<file path="src/rtl/core/text_cursor_controller_macros.svh">
// Shared assertion macros for the cursor controller.
`ifndef TEXT_CURSOR_CONTROLLER_MACROS_SVH
`define TEXT_CURSOR_CONTROLLER_MACROS_SVH

// Same-cycle implication, checked out of reset.
`define TCC_ASSERT_NOW(label, clk, rst_n, ante, cons) \
	label: assert property (@(posedge clk) disable iff (!(rst_n)) (ante) |-> (cons)) \
		else $error("cursor controller check failed");

// Next-cycle implication, checked out of reset.
`define TCC_ASSERT_NEXT(label, clk, rst_n, ante, cons) \
	label: assert property (@(posedge clk) disable iff (!(rst_n)) (ante) |=> (cons)) \
		else $error("cursor controller check failed");

`endif

</file>
<file path="src/rtl/core/tcc_pkg.sv">
package tcc_pkg;

	localparam int QUEUE_DEPTH_DEF = 2;

	localparam logic [1:0] OP_CHAR = 2'd0;
	localparam logic [1:0] OP_SET  = 2'd1;
	localparam logic [1:0] OP_MOVX = 2'd2;
	localparam logic [1:0] OP_MOVY = 2'd3;

	localparam logic [6:0] CH_NUL = 7'h00;
	localparam logic [6:0] CH_BS  = 7'h08;
	localparam logic [6:0] CH_TAB = 7'h09;
	localparam logic [6:0] CH_LF  = 7'h0A;
	localparam logic [6:0] CH_VT  = 7'h0B;
	localparam logic [6:0] CH_FF  = 7'h0C;
	localparam logic [6:0] CH_CR  = 7'h0D;
	localparam logic [6:0] CH_DEL = 7'h7F;

	localparam logic [6:0]  GLYPH_ERASE = 7'h20;
	localparam logic [7:0]  LEFT_EDGE   = 8'd1;
	localparam logic [10:0] TOP_EDGE    = 11'd8;
	localparam logic [10:0] ROW_PIXELS  = 11'd8;
	localparam logic [10:0] BOTTOM_MARGIN = 11'd16;
	localparam logic [7:0]  TAB_ADVANCE = 8'd4;

	localparam logic [7:0]  RESET_COLUMN = 8'd25;
	localparam logic [10:0] RESET_LINE   = 11'd32;
	localparam logic [7:0]  RESET_BYTES_PER_LINE = 8'd40;
	localparam logic [10:0] RESET_SCROLL_LIMIT   = 11'd224;

	localparam logic REG_BYTES_PER_LINE = 1'b0;
	localparam logic REG_SCREEN_LINES   = 1'b1;

	typedef enum logic [3:0] {
		CMD_NOP,
		CMD_PRINT,
		CMD_BS,
		CMD_TAB,
		CMD_NL,
		CMD_VT,
		CMD_FF,
		CMD_DEL,
		CMD_SET,
		CMD_MOVX,
		CMD_MOVY
	} cmd_kind_t;

	typedef struct packed {
		logic [1:0]        opcode;
		logic [6:0]        char_code;
		logic [7:0]        set_column;
		logic [7:0]        set_row;
		logic signed [7:0] move_offset;
	} in_t;

	typedef struct packed {
		logic        draw_valid;
		logic [7:0]  draw_column;
		logic [10:0] draw_line;
		logic [6:0]  draw_glyph;
		logic        scroll_up;
		logic [7:0]  cursor_column;
		logic [10:0] cursor_line;
	} out_t;

	// column holds the set column or X offset, line the set line or scaled Y offset
	typedef struct packed {
		cmd_kind_t   kind;
		logic [6:0]  glyph;
		logic [7:0]  column;
		logic [10:0] line;
	} cmd_t;

	typedef struct packed {
		logic full;
		logic empty;
	} q_status_t;

endpackage

</file>
<file path="src/rtl/core/tcc_front.sv">
module tcc_front (
	input  tcc_pkg::in_t  item,
	output tcc_pkg::cmd_t cmd
);

	always_comb begin
		cmd.kind   = tcc_pkg::CMD_NOP;
		cmd.glyph  = item.char_code;
		cmd.column = item.set_column;
		cmd.line   = {item.set_row, 3'b000};
		case (item.opcode)
			tcc_pkg::OP_SET: begin
				cmd.kind = tcc_pkg::CMD_SET;
			end
			tcc_pkg::OP_MOVX: begin
				cmd.kind   = tcc_pkg::CMD_MOVX;
				cmd.column = item.move_offset;
			end
			tcc_pkg::OP_MOVY: begin
				// offset times eight, modulo the line width
				cmd.kind = tcc_pkg::CMD_MOVY;
				cmd.line = {item.move_offset, 3'b000};
			end
			default: begin
				case (item.char_code)
					tcc_pkg::CH_NUL: cmd.kind = tcc_pkg::CMD_NOP;
					tcc_pkg::CH_BS:  cmd.kind = tcc_pkg::CMD_BS;
					tcc_pkg::CH_TAB: cmd.kind = tcc_pkg::CMD_TAB;
					tcc_pkg::CH_LF:  cmd.kind = tcc_pkg::CMD_NL;
					tcc_pkg::CH_CR:  cmd.kind = tcc_pkg::CMD_NL;
					tcc_pkg::CH_VT:  cmd.kind = tcc_pkg::CMD_VT;
					tcc_pkg::CH_FF:  cmd.kind = tcc_pkg::CMD_FF;
					tcc_pkg::CH_DEL: cmd.kind = tcc_pkg::CMD_DEL;
					default:         cmd.kind = tcc_pkg::CMD_PRINT;
				endcase
			end
		endcase
	end

endmodule

</file>
<file path="src/rtl/core/tcc_queue.sv">
module tcc_queue #(
	parameter int DEPTH = tcc_pkg::QUEUE_DEPTH_DEF
) (
	input  logic                 clk,
	input  logic                 arst_n,
	input  logic                 wr_en,
	input  tcc_pkg::cmd_t        wr_cmd,
	input  logic                 rd_en,
	output tcc_pkg::cmd_t        rd_cmd,
	output tcc_pkg::q_status_t   status
);

	localparam int PTR_W = $clog2(DEPTH);
	localparam int CNT_W = $clog2(DEPTH + 1);

	tcc_pkg::cmd_t    mem_q [DEPTH];
	logic [PTR_W-1:0] wr_ptr_q;
	logic [PTR_W-1:0] rd_ptr_q;
	logic [CNT_W-1:0] count_q;
	logic             do_wr;
	logic             do_rd;

	assign status.full  = (count_q == CNT_W'(DEPTH));
	assign status.empty = (count_q == '0);
	assign do_wr  = wr_en && !status.full;
	assign do_rd  = rd_en && !status.empty;
	assign rd_cmd = mem_q[rd_ptr_q];

	always_ff @(posedge clk) begin
		if (do_wr) begin
			mem_q[wr_ptr_q] <= wr_cmd;
		end
	end

	always_ff @(posedge clk or negedge arst_n) begin
		if (!arst_n) begin
			wr_ptr_q <= '0;
			rd_ptr_q <= '0;
			count_q  <= '0;
		end else begin
			if (do_wr) begin
				wr_ptr_q <= (wr_ptr_q == PTR_W'(DEPTH - 1)) ? '0 : wr_ptr_q + 1'b1;
			end
			if (do_rd) begin
				rd_ptr_q <= (rd_ptr_q == PTR_W'(DEPTH - 1)) ? '0 : rd_ptr_q + 1'b1;
			end
			if (do_wr && !do_rd) begin
				count_q <= count_q + 1'b1;
			end else if (do_rd && !do_wr) begin
				count_q <= count_q - 1'b1;
			end
		end
	end

endmodule

</file>
<file path="src/rtl/core/tcc_back.sv">
module tcc_back (
	input  logic          clk,
	input  logic          arst_n,
	input  logic          cmd_valid,
	input  tcc_pkg::cmd_t cmd,
	output logic          cmd_ready,
	input  logic          cfg_we,
	input  logic          cfg_index,
	input  logic [10:0]   cfg_data,
	output logic          res_valid,
	output tcc_pkg::out_t res,
	input  logic          pop
);

	logic [7:0]    col_q;
	logic [10:0]   line_q;
	logic [7:0]    bpl_q;
	logic [10:0]   limit_q;
	logic          res_valid_q;
	tcc_pkg::out_t res_q;

	logic [7:0]    adv_sum;
	logic          adv_wrap;
	logic [7:0]    adv_col;
	logic [10:0]   adv_line;
	logic [7:0]    nxt_col;
	logic [10:0]   pre_line;
	logic [10:0]   nxt_line;
	logic          chk;
	logic          scroll;
	logic          fire;
	tcc_pkg::out_t nxt_res;

	assign cmd_ready = !res_valid_q || pop;
	assign fire      = cmd_valid && cmd_ready;
	assign res_valid = res_valid_q;
	assign res       = res_q;

	// tab steps three then advances once: one add of four
	assign adv_sum  = col_q + ((cmd.kind == tcc_pkg::CMD_TAB) ? tcc_pkg::TAB_ADVANCE : 8'd1);
	assign adv_wrap = (adv_sum >= bpl_q);
	assign adv_col  = adv_wrap ? tcc_pkg::LEFT_EDGE : adv_sum;
	assign adv_line = adv_wrap ? line_q + tcc_pkg::ROW_PIXELS : line_q;

	always_comb begin
		nxt_col  = col_q;
		pre_line = line_q;
		chk      = 1'b0;
		nxt_res  = '0;
		case (cmd.kind)
			tcc_pkg::CMD_PRINT: begin
				nxt_res.draw_valid  = 1'b1;
				nxt_res.draw_column = col_q;
				nxt_res.draw_line   = line_q;
				nxt_res.draw_glyph  = cmd.glyph;
				nxt_col  = adv_col;
				pre_line = adv_line;
				chk      = 1'b1;
			end
			tcc_pkg::CMD_TAB: begin
				nxt_col  = adv_col;
				pre_line = adv_line;
				chk      = 1'b1;
			end
			tcc_pkg::CMD_NL: begin
				nxt_col  = tcc_pkg::LEFT_EDGE;
				pre_line = line_q + tcc_pkg::ROW_PIXELS;
				chk      = 1'b1;
			end
			tcc_pkg::CMD_VT: begin
				pre_line = line_q + tcc_pkg::ROW_PIXELS;
				chk      = 1'b1;
			end
			tcc_pkg::CMD_FF: begin
				nxt_col  = tcc_pkg::LEFT_EDGE;
				pre_line = tcc_pkg::TOP_EDGE;
			end
			tcc_pkg::CMD_BS: begin
				// hold at column zero
				nxt_col = (col_q == 8'd0) ? 8'd0 : col_q - 8'd1;
				nxt_res.draw_valid  = 1'b1;
				nxt_res.draw_column = nxt_col;
				nxt_res.draw_line   = line_q;
				nxt_res.draw_glyph  = tcc_pkg::GLYPH_ERASE;
			end
			tcc_pkg::CMD_DEL: begin
				nxt_col = col_q + 8'd1;
				nxt_res.draw_valid  = 1'b1;
				nxt_res.draw_column = nxt_col;
				nxt_res.draw_line   = line_q;
				nxt_res.draw_glyph  = tcc_pkg::GLYPH_ERASE;
			end
			tcc_pkg::CMD_SET: begin
				nxt_col  = cmd.column;
				pre_line = cmd.line;
			end
			tcc_pkg::CMD_MOVX: begin
				nxt_col = col_q + cmd.column;
			end
			tcc_pkg::CMD_MOVY: begin
				pre_line = line_q + cmd.line;
			end
			default: begin
			end
		endcase
		scroll   = chk && (pre_line >= limit_q);
		nxt_line = scroll ? pre_line - tcc_pkg::ROW_PIXELS : pre_line;
		nxt_res.scroll_up     = scroll;
		nxt_res.cursor_column = nxt_col;
		nxt_res.cursor_line   = nxt_line;
	end

	always_ff @(posedge clk) begin
		if (fire) begin
			res_q <= nxt_res;
		end
	end

	always_ff @(posedge clk or negedge arst_n) begin
		if (!arst_n) begin
			col_q       <= tcc_pkg::RESET_COLUMN;
			line_q      <= tcc_pkg::RESET_LINE;
			bpl_q       <= tcc_pkg::RESET_BYTES_PER_LINE;
			limit_q     <= tcc_pkg::RESET_SCROLL_LIMIT;
			res_valid_q <= 1'b0;
		end else begin
			if (fire) begin
				col_q       <= nxt_col;
				line_q      <= nxt_line;
				res_valid_q <= 1'b1;
			end else if (pop) begin
				res_valid_q <= 1'b0;
			end
			if (cfg_we) begin
				case (cfg_index)
					tcc_pkg::REG_BYTES_PER_LINE: begin
						bpl_q <= cfg_data[7:0];
					end
					tcc_pkg::REG_SCREEN_LINES: begin
						// store the scroll threshold, held at zero on tiny screens
						limit_q <= (cfg_data >= tcc_pkg::BOTTOM_MARGIN) ?
							cfg_data - tcc_pkg::BOTTOM_MARGIN : 11'd0;
					end
					default: begin
					end
				endcase
			end
		end
	end

endmodule

</file>
<file path="src/rtl/core/text_cursor_controller.sv">
// channel   | handshake                  | beat
// ----------+----------------------------+---------------------------------
// input     | push / full                | item   (opcode, char, set, move)
// result    | pop / empty                | result (draw request, scroll, cursor)
// config    | cfg_valid / cfg_ready      | cfg_index, cfg_data
//
// One item per cycle sustained while results are popped; a beat passes the queue, then the result register.
// The queue between decode and execute takes pushes while a result waits for pop, until it is full.
// Cursor update (one add, one compare, one scroll compare) is the combinational loop on the cursor registers.
// Reset restores the cursor to column 25, line 32 and the screen registers to 40 and a scroll limit of 224.
// cfg_ready is always high; config beats are taken at once.
`include "text_cursor_controller_macros.svh"

module text_cursor_controller #(
	parameter int QUEUE_DEPTH = tcc_pkg::QUEUE_DEPTH_DEF
) (
	input  logic          clk,
	input  logic          arst_n,
	input  logic          push,
	output logic          full,
	input  tcc_pkg::in_t  item,
	output logic          empty,
	input  logic          pop,
	output tcc_pkg::out_t result,
	input  logic          cfg_valid,
	output logic          cfg_ready,
	input  logic          cfg_index,
	input  logic [10:0]   cfg_data
);

	tcc_pkg::cmd_t      dec_cmd;
	tcc_pkg::cmd_t      q_cmd;
	tcc_pkg::q_status_t q_stat;
	logic               back_ready;
	logic               res_valid;
	logic               draw_clear;

	assign cfg_ready = 1'b1;
	assign full      = q_stat.full;
	assign empty     = !res_valid;

	assign draw_clear = (result.draw_column == 8'd0) && (result.draw_line == 11'd0) &&
		(result.draw_glyph == 7'd0);

	tcc_front u_front (
		.item (item),
		.cmd  (dec_cmd)
	);

	tcc_queue #(
		.DEPTH (QUEUE_DEPTH)
	) u_queue (
		.clk    (clk),
		.arst_n (arst_n),
		.wr_en  (push),
		.wr_cmd (dec_cmd),
		.rd_en  (back_ready),
		.rd_cmd (q_cmd),
		.status (q_stat)
	);

	tcc_back u_back (
		.clk       (clk),
		.arst_n    (arst_n),
		.cmd_valid (!q_stat.empty),
		.cmd       (q_cmd),
		.cmd_ready (back_ready),
		.cfg_we    (cfg_valid && cfg_ready),
		.cfg_index (cfg_index),
		.cfg_data  (cfg_data),
		.res_valid (res_valid),
		.res       (result),
		.pop       (pop)
	);

	`TCC_ASSERT_NEXT(a_push_lands, clk, arst_n, push && !full, !q_stat.empty)
	`TCC_ASSERT_NEXT(a_exec_lands, clk, arst_n, !q_stat.empty && back_ready, !empty)
	`TCC_ASSERT_NOW(a_no_draw_zero, clk, arst_n, !empty && !result.draw_valid, draw_clear)

endmodule

</file>
<file path="config.mk">
export PLATFORM = sky130hd
export DESIGN_NAME = text_cursor_controller
export DESIGN_NICKNAME = d
export VERILOG_FILES = /design/src/rtl/core/tcc_pkg.sv /design/src/rtl/core/tcc_front.sv /design/src/rtl/core/tcc_queue.sv /design/src/rtl/core/tcc_back.sv /design/src/rtl/core/text_cursor_controller.sv
export VERILOG_INCLUDE_DIRS = /design/src /design/src/rtl/core
export SDC_FILE = /design/constraint.sdc
export NUM_CORES = 1
export LEC_CHECK = 0
export ABC_CLOCK_PERIOD_IN_PS = 8700
export BUFFER_PORTS_ARGS = -buffer_cell sky130_fd_sc_hd__buf_2
export CAP_MARGIN = 20
export CORE_ASPECT_RATIO = 1.1
export CORE_MARGIN = 5
export CORE_UTILIZATION = 50
export CTS_CLUSTER_SIZE = 40
export DETAILED_ROUTE_END_ITERATION = 10
export PLACE_DENSITY = 0.7
export SLEW_MARGIN = 20
export SYNTH_ARGS = -nofsm -noshare
export SYNTH_HDL_FRONTEND = slang
export SYNTH_HIERARCHICAL = 1
export SYNTH_SLANG_ARGS = --single-unit
</file>
<file path="constraint.sdc">
create_clock -name clk -period 8.7 [get_ports clk]
set_input_delay 0.87 -clock clk [delete_from_list [all_inputs] [get_ports clk]]
set_output_delay 0.87 -clock clk [all_outputs]
set_load 0.005 [all_outputs]
</file>
## After elaboration in Yosys (flattened, before gate mapping)

Memories as Yosys holds them, arrays and structs flattened.
Cells that the tools add are included.
W data, S select, Z words.

| operators by class | value |
|---|---|
| add/subtract/negate cells | 12 |
| order comparisons | 3 |
| eq/ne operators | 21 |
| mux-type cells | 22 |
| bitwise logic cells | 1 |
| reduce and logical (&&, ||, !) cells | 23 |

Operators by type and width:

| kind | count |
|---|---|
| $pmux W27 S3 | 1 |
| $pmux W11 S5 | 1 |
| $pmux W8 S6 | 1 |
| $mux W11 | 4 |
| $eq A7 B4 Y1 const B | 6 |
| $mux W8 | 3 |
| $pmux W3 S7 | 1 |
| $add A8 B8 Y8 | 2 |
| $eq A4 B3 Y1 const B | 4 |
| $eq A4 B4 Y1 const B | 3 |
| $pmux W4 S3 | 1 |
| $add A11 B11 Y11 | 1 |
| $add A11 B4 Y11 const B | 1 |
| $ge A11 B11 Y1 | 1 |
| $ge A11 B5 Y1 const B | 1 |
| $sub A11 B4 Y11 const B | 1 |
| $sub A11 B5 Y11 const B | 1 |
| $add A8 B1 Y8 const B | 1 |
| $eq A4 B2 Y1 const B | 2 |
| $ge A8 B8 Y1 | 1 |
| $logic_not A8 Y1 | 1 |
| $reduce_or A2 Y1 | 4 |
| $sub A8 B1 Y8 const B | 1 |
| $eq A7 B7 Y1 const B | 1 |
| other kinds (18) | 38 |

| storage, ports and cells | value |
|---|---|
| register bits after elaboration | 90 |
| bits in writable memories | 60 |
| output and inout bits | 50 |
| word-level logic and storage cells | 98 |
| memories | 1 |

Memory list:

| memory | words | width | rd ports | clocked after Yosys merged registers in | write ports | RTL line | RTL |
|---|---|---|---|---|---|---|---|
| u_queue.mem_q | 2 | 30 | 1 | 0 | 1 | tcc_queue.sv:16 | `tcc_pkg::cmd_t mem_q [DEPTH];` |

## Longest topological paths before layout

An unclocked memory read counts as a cell.

| depth | value |
|---|---|
| word-level depth | 10 |
| mapped depth | 30 |
| gate-level depth less buffers | 26 |

## Cells and area by module

The synthesis kept the hierarchy.

By module, submodules not included:

| module | instances | cells each | area each (um2) |
|---|---|---|---|
| tcc_back | 1 | 602 | 5945.7 |
| tcc_queue | 1 | 112 | 2481.1 |
| tcc_front | 1 | 46 | 384.1 |
| text_cursor_controller | 1 | 4 | 18.8 |

## Worst setup path after synthesis

OpenSTA, ideal clock, no wires.

| timing path | value |
|---|---|
| kind | register -> register |
| start | reg u_queue.rd_ptr_q |
| end | reg u_back.line_q[8] |
| library setup time | 0.125 ns |
| arrival time | 6.121 ns |
| required time | 8.575 ns |
| setup slack | 2.454 ns |
| cell stages (with the launch flop) | 28 |
| clock period less this slack | 6.246 ns |
| cell sequence | dfrtp_1 buf_6 mux2_4 buf_4 clkbuf_8 nor3_1 nand2_1 inv_1 ha_1 a31oi_1 nor2_1 xor2_1 ha_1 nand4_1 or3_4 and3_2 clkbuf_1 a21oi_1 o21ai_0 nor4_1 a21oi_1 ha_1 nand4_1 a211oi_1 and3_1 or4b_4 xnor2_2 mux2_4 |

RTL lines:

| element | RTL line | RTL |
|---|---|---|
| from (decl) | tcc_queue.sv:18 | `logic [PTR_W-1:0] rd_ptr_q;` |
| from (signal assigned) | tcc_queue.sv:45 | `rd_ptr_q <= (rd_ptr_q == PTR_W'(DEPTH - 1)) ? '0 : rd_ptr_q + 1'b1;` |
| to (signal assigned) | tcc_back.sv:122 | `line_q <= tcc_pkg::RESET_LINE;` |
| to (signal assigned) | tcc_back.sv:129 | `line_q <= nxt_line;` |
| to (decl) | tcc_back.sv:16 | `logic [10:0] line_q;` |

==> results.py <==
metrics = {
    "power_and_ir_drop": {
        "pwr-share-clk_pct": 18.4,
        "combPwrFrac_pct": 49.4,
        "p_per_area_nw_per_um2": 390,
        "max-vdd-ir-drop_uv": 179,
        "power.leakage_uw": 0.00425,
        "swShare_pct": 39.7,
        "power_report.internal_total_uw": 2350,
        "power_frac_seq_pct": 32.3,
        "netSwitchingPower_uw": 1550,
    },
    "final_layout": {
        "fill_cells": 1497,
        "num_antenna_cells": 0,
        "areaGrowthSynthToFinish_pct": 13.4,
        "final_area_sq_um": 10000,
        "register_area_sq_um": 4300,
        "num-nets-final": 951,
        "multiInputGateArea_sq_um": 4120,
        "drive_gt1_share_pct": 27.4,
    },
    "routing": {
        "dr.pass1.iters": 6,
        "wl_mm": 19.2,
        "dr_total_vias": 6225,
        "wire_per_inst_um": 17.4,
        "drc": 0,
        "drt_iter0_drc": 424,
        "ant_nets": 0,
        "viasPerCell": 5.64,
    },
    "logic_synthesis": {
        "synth-async-reset-ratio_pct": 28.7,
        "synth.distinct_cells": 90,
        "synthFlopType": "edfxtp_1",
        "netlist_instances": 764,
        "ys_ff_latch": 150,
        "avgSynthCellArea_sq_um": 11.6,
        "synth_top_area_share_pct": 36.4,
        "synth.most_common_cell": "edfxtp_1",
        "synth_top_family_by_area": "compound AO/OA/AOI/OAI gates",
        "synth-xor-area-share_pct": 3.85,
        "synth-edff-count": 107,
        "ys_seq_area_share_pct": 48.7,
        "syn_area_sq_um": 8830,
        "yosys.area.top_type": "edfxtp_1",
        "synth_compound_area_share_pct": 13.9,
        "yosys.area_share.simple_pct": 12.6,
        "synthMuxAreaShare_pct": 8.79,
        "yosys-top-cells-count": "edfxtp_1 (107), nand2_1 (59), ha_1 (47), nor2_1 (45), inv_1 (44)",
        "ys_warn_count": 6,
        "synthAdderAreaFrac_pct": 7.11,
        "ys_top_cells_by_area": "edfxtp_1 (36%), dfrtp_1 (9.6%), ha_1 (6.7%)",
    },
    "min_path": {
        "min_path_type": "input port to async pin",
    },
    "clocking": {
        "cts-root-buf": "clkbuf_16",
        "clock-sinks": 150,
        "clockBufferDepth": 2,
        "cts_tree": "yes",
        "post_cts_buffers": 0,
        "cts_resized": 0,
        "ctsHoldBuffers": 0,
        "cts_buffers": 17,
        "clk_pin_slew_ps": 60,
        "h-tree-depth": 4,
        "clock_latency_ps": 430,
    },
    "timing": {
        "finClkSkew_ps": 10.5,
        "setup_viol": 0,
        "rsz0062_at_grt": "false",
        "slew-limit-headroom_pct": 33.8,
        "hold_viol_final": 0,
        "min_period_over_period_pct": 77.2,
        "finalCriticalPeriod_ps": 6720,
        "finalMaxSlewViolations": 0,
        "tns_ps": 0,
        "worst_slew_pin_slew_ps": 989,
        "fmax_mhz": 149,
    },
    "setup_path": {
        "crit_path_max_fanout": 15,
        "endpoint_kind": "flop",
        "r2r_slack_ps": 1980,
        "arrival_ps": 7030,
        "crit_start": "u_queue/rd_ptr_q$_DFFE_PN0P_",
        "r2r-end": "u_back/line_q[8]$_DFFE_PN0P_",
        "critical_path_class": "flop to flop",
        "startpoint_type": "flop",
        "r2r_start": "u_queue/rd_ptr_q$_DFFE_PN0P_",
        "reg2reg_depth": 24,
        "critPathRequiredTime_ps": 9010,
    },
    "placement": {
        "hpwlAfterDp_mm": 13.9,
        "gp_congestion": 0.916,
        "place_area_sq_um": 9430,
        "port_buffers": 98,
    },
    "floorplanning": {
        "core_sq_um": 17500,
        "fp-row-count": 51,
        "io_pins": 100,
        "initial_utilization_pct": 50.3,
        "die_h_um": 149,
        "die_w_um": 137,
        "die_area_sq_um": 20400,
    },
    "outcome": {
        "status": "complete, no violations",
    },
    "global_route": {
        "antenna_found_initial": 0,
        "grtUsageTotal_pct": 19.5,
        "first_global_vias": 6128,
        "grt_pass1_wl_mm": 31.1,
        "grt_max_degree": 66,
        "overflow": 0,
    },
    "run": {
        "max-cap-violations": 0,
    },
}
## worst max-delay path: stages, from the launching register on
cell	delay, ps
dfrtp_2	560
mux2_4	330
inv_2	110
nor3_1	520
nand2_1	160
inv_1	80
ha_1	250
a31oi_1	290
nor2_1	100
xor2_1	170
ha_1	330
nand4_1	130
or3_4	430
and3_2	310
a21oi_1	130
o21ai_0	100
nor4_1	500
a21oi_1	150
ha_1	330
nand4_1	100
a211oi_1	360
and3_1	240
or4b_4	480
xnor2_2	150
mux2_4	270
## power by group through the flow
stage | clock [uW] | combinational (uW) | sequential (uW)
final | 717 | 1930 | 1260
after global routing | 763 | 2140 | 1290
after CTS | 731 | 1930 | 1260
after detailed placement | 0 | 1910 | 1270
after global placement | 0 | 1880 | 1270
after floorplan | 0 | 1490 | 1210
## final cells by class
cell class / count / area share [%]
Timing Repair Buffer: 105 / 5.45
Inverter: 46 / 1.72
Sequential cell: 150 / 43.0
Multi-Input combinational cell: 532 / 41.1
Clock buffer: 18 / 4.29
Tap cell: 238 / 2.97
Clock inverter: 14 / 1.50
## sequential cells by signal (all words and copies together), names as in the netlist
signal	cells
u_queue/mem_q	60
u_queue/wr_ptr_q	1
u_back/line_q	11
u_back/limit_q	11
u_queue/rd_ptr_q	1
u_back/res_valid	1
u_back/col_q	8
u_back/bpl_q	8
u_queue/count_q	2
u_back/res	47
## placed cells by master (no fill, tap or decap), types with 8 or more instances in the layout
cell       netlist  routed
a21o_1          17      17
a21oi_1         38      38
and2_1           9       9
and3_1           9       9
buf_2            0      97
buf_4           13       8
clkbuf_16        0      17
dfrtp_1         34      33
dfstp_2          9       9
edfxtp_1       107     107
ha_1            47      47
inv_1           44      43
mux2_2          27      27
mux2_4          30      30
nand2_1         59      59
nand2b_1         9       9
nand3_1         12      12
nor2_1          45      44
nor2b_1         13      13
nor3_1          10      10
o21ai_0         31      31
o22ai_1         13      13
xnor2_1         16      16
xor2_1          21      21
## worst max-delay path by stage
stage	slack [ps]	cells after the start	end
after global placement	2250	24	u_back/line_q[8]$_DFFE_PN0P_
after floorplan	2450	27	u_back/line_q[8]$_DFFE_PN0P_
after global routing	1410	25	u_back/line_q[8]$_DFFE_PN0P_
after detailed placement	2040	24	u_back/line_q[8]$_DFFE_PN0P_
after CTS	1990	24	u_back/line_q[8]$_DFFE_PN0P_
final	1980	24	u_back/line_q[8]$_DFFE_PN0P_
## metrics by stage
stage          util [%]  instances  hold slack (ps)  power, uW  worst slack (ps)
6_report           57.1       1103              456       3910              1980
5_1_grt            57.1       1103              487       4190              1410
4_1_cts            57.1       1103              507       3920              1990
3_5_place_dp       53.8       1071              500       3180              2040
3_3_place_gp       53.8       1071              497       3150              2250
2_1_floorplan         -        766              459       2700              2450
## layer usage
layer / vias up / GRT usage [%] / routed length (um)
met5: - / 0 / 0
met4: 0 / 7.36 / 482
met3: 38 / 3.95 / 1130
met2: 217 / 31.0 / 9160
met1: 2981 / 26.5 / 8460
li1: 2989 / - / -
## kinds of logic (layout without fill, tap and decap cells)
logic type | after synthesis | after routing
other | 2 | 4
adder cells (fa/ha/maj) | 49 | 49
AND/OR/NAND/NOR | 210 | 210
XOR/XNOR | 38 | 38
multiplexers | 59 | 59
buffers and inverters | 84 | 183
AO/OA/AOI/OAI | 172 | 172
flip-flops | 150 | 150
No activity file was read; power rests on OpenSTA's default activity.
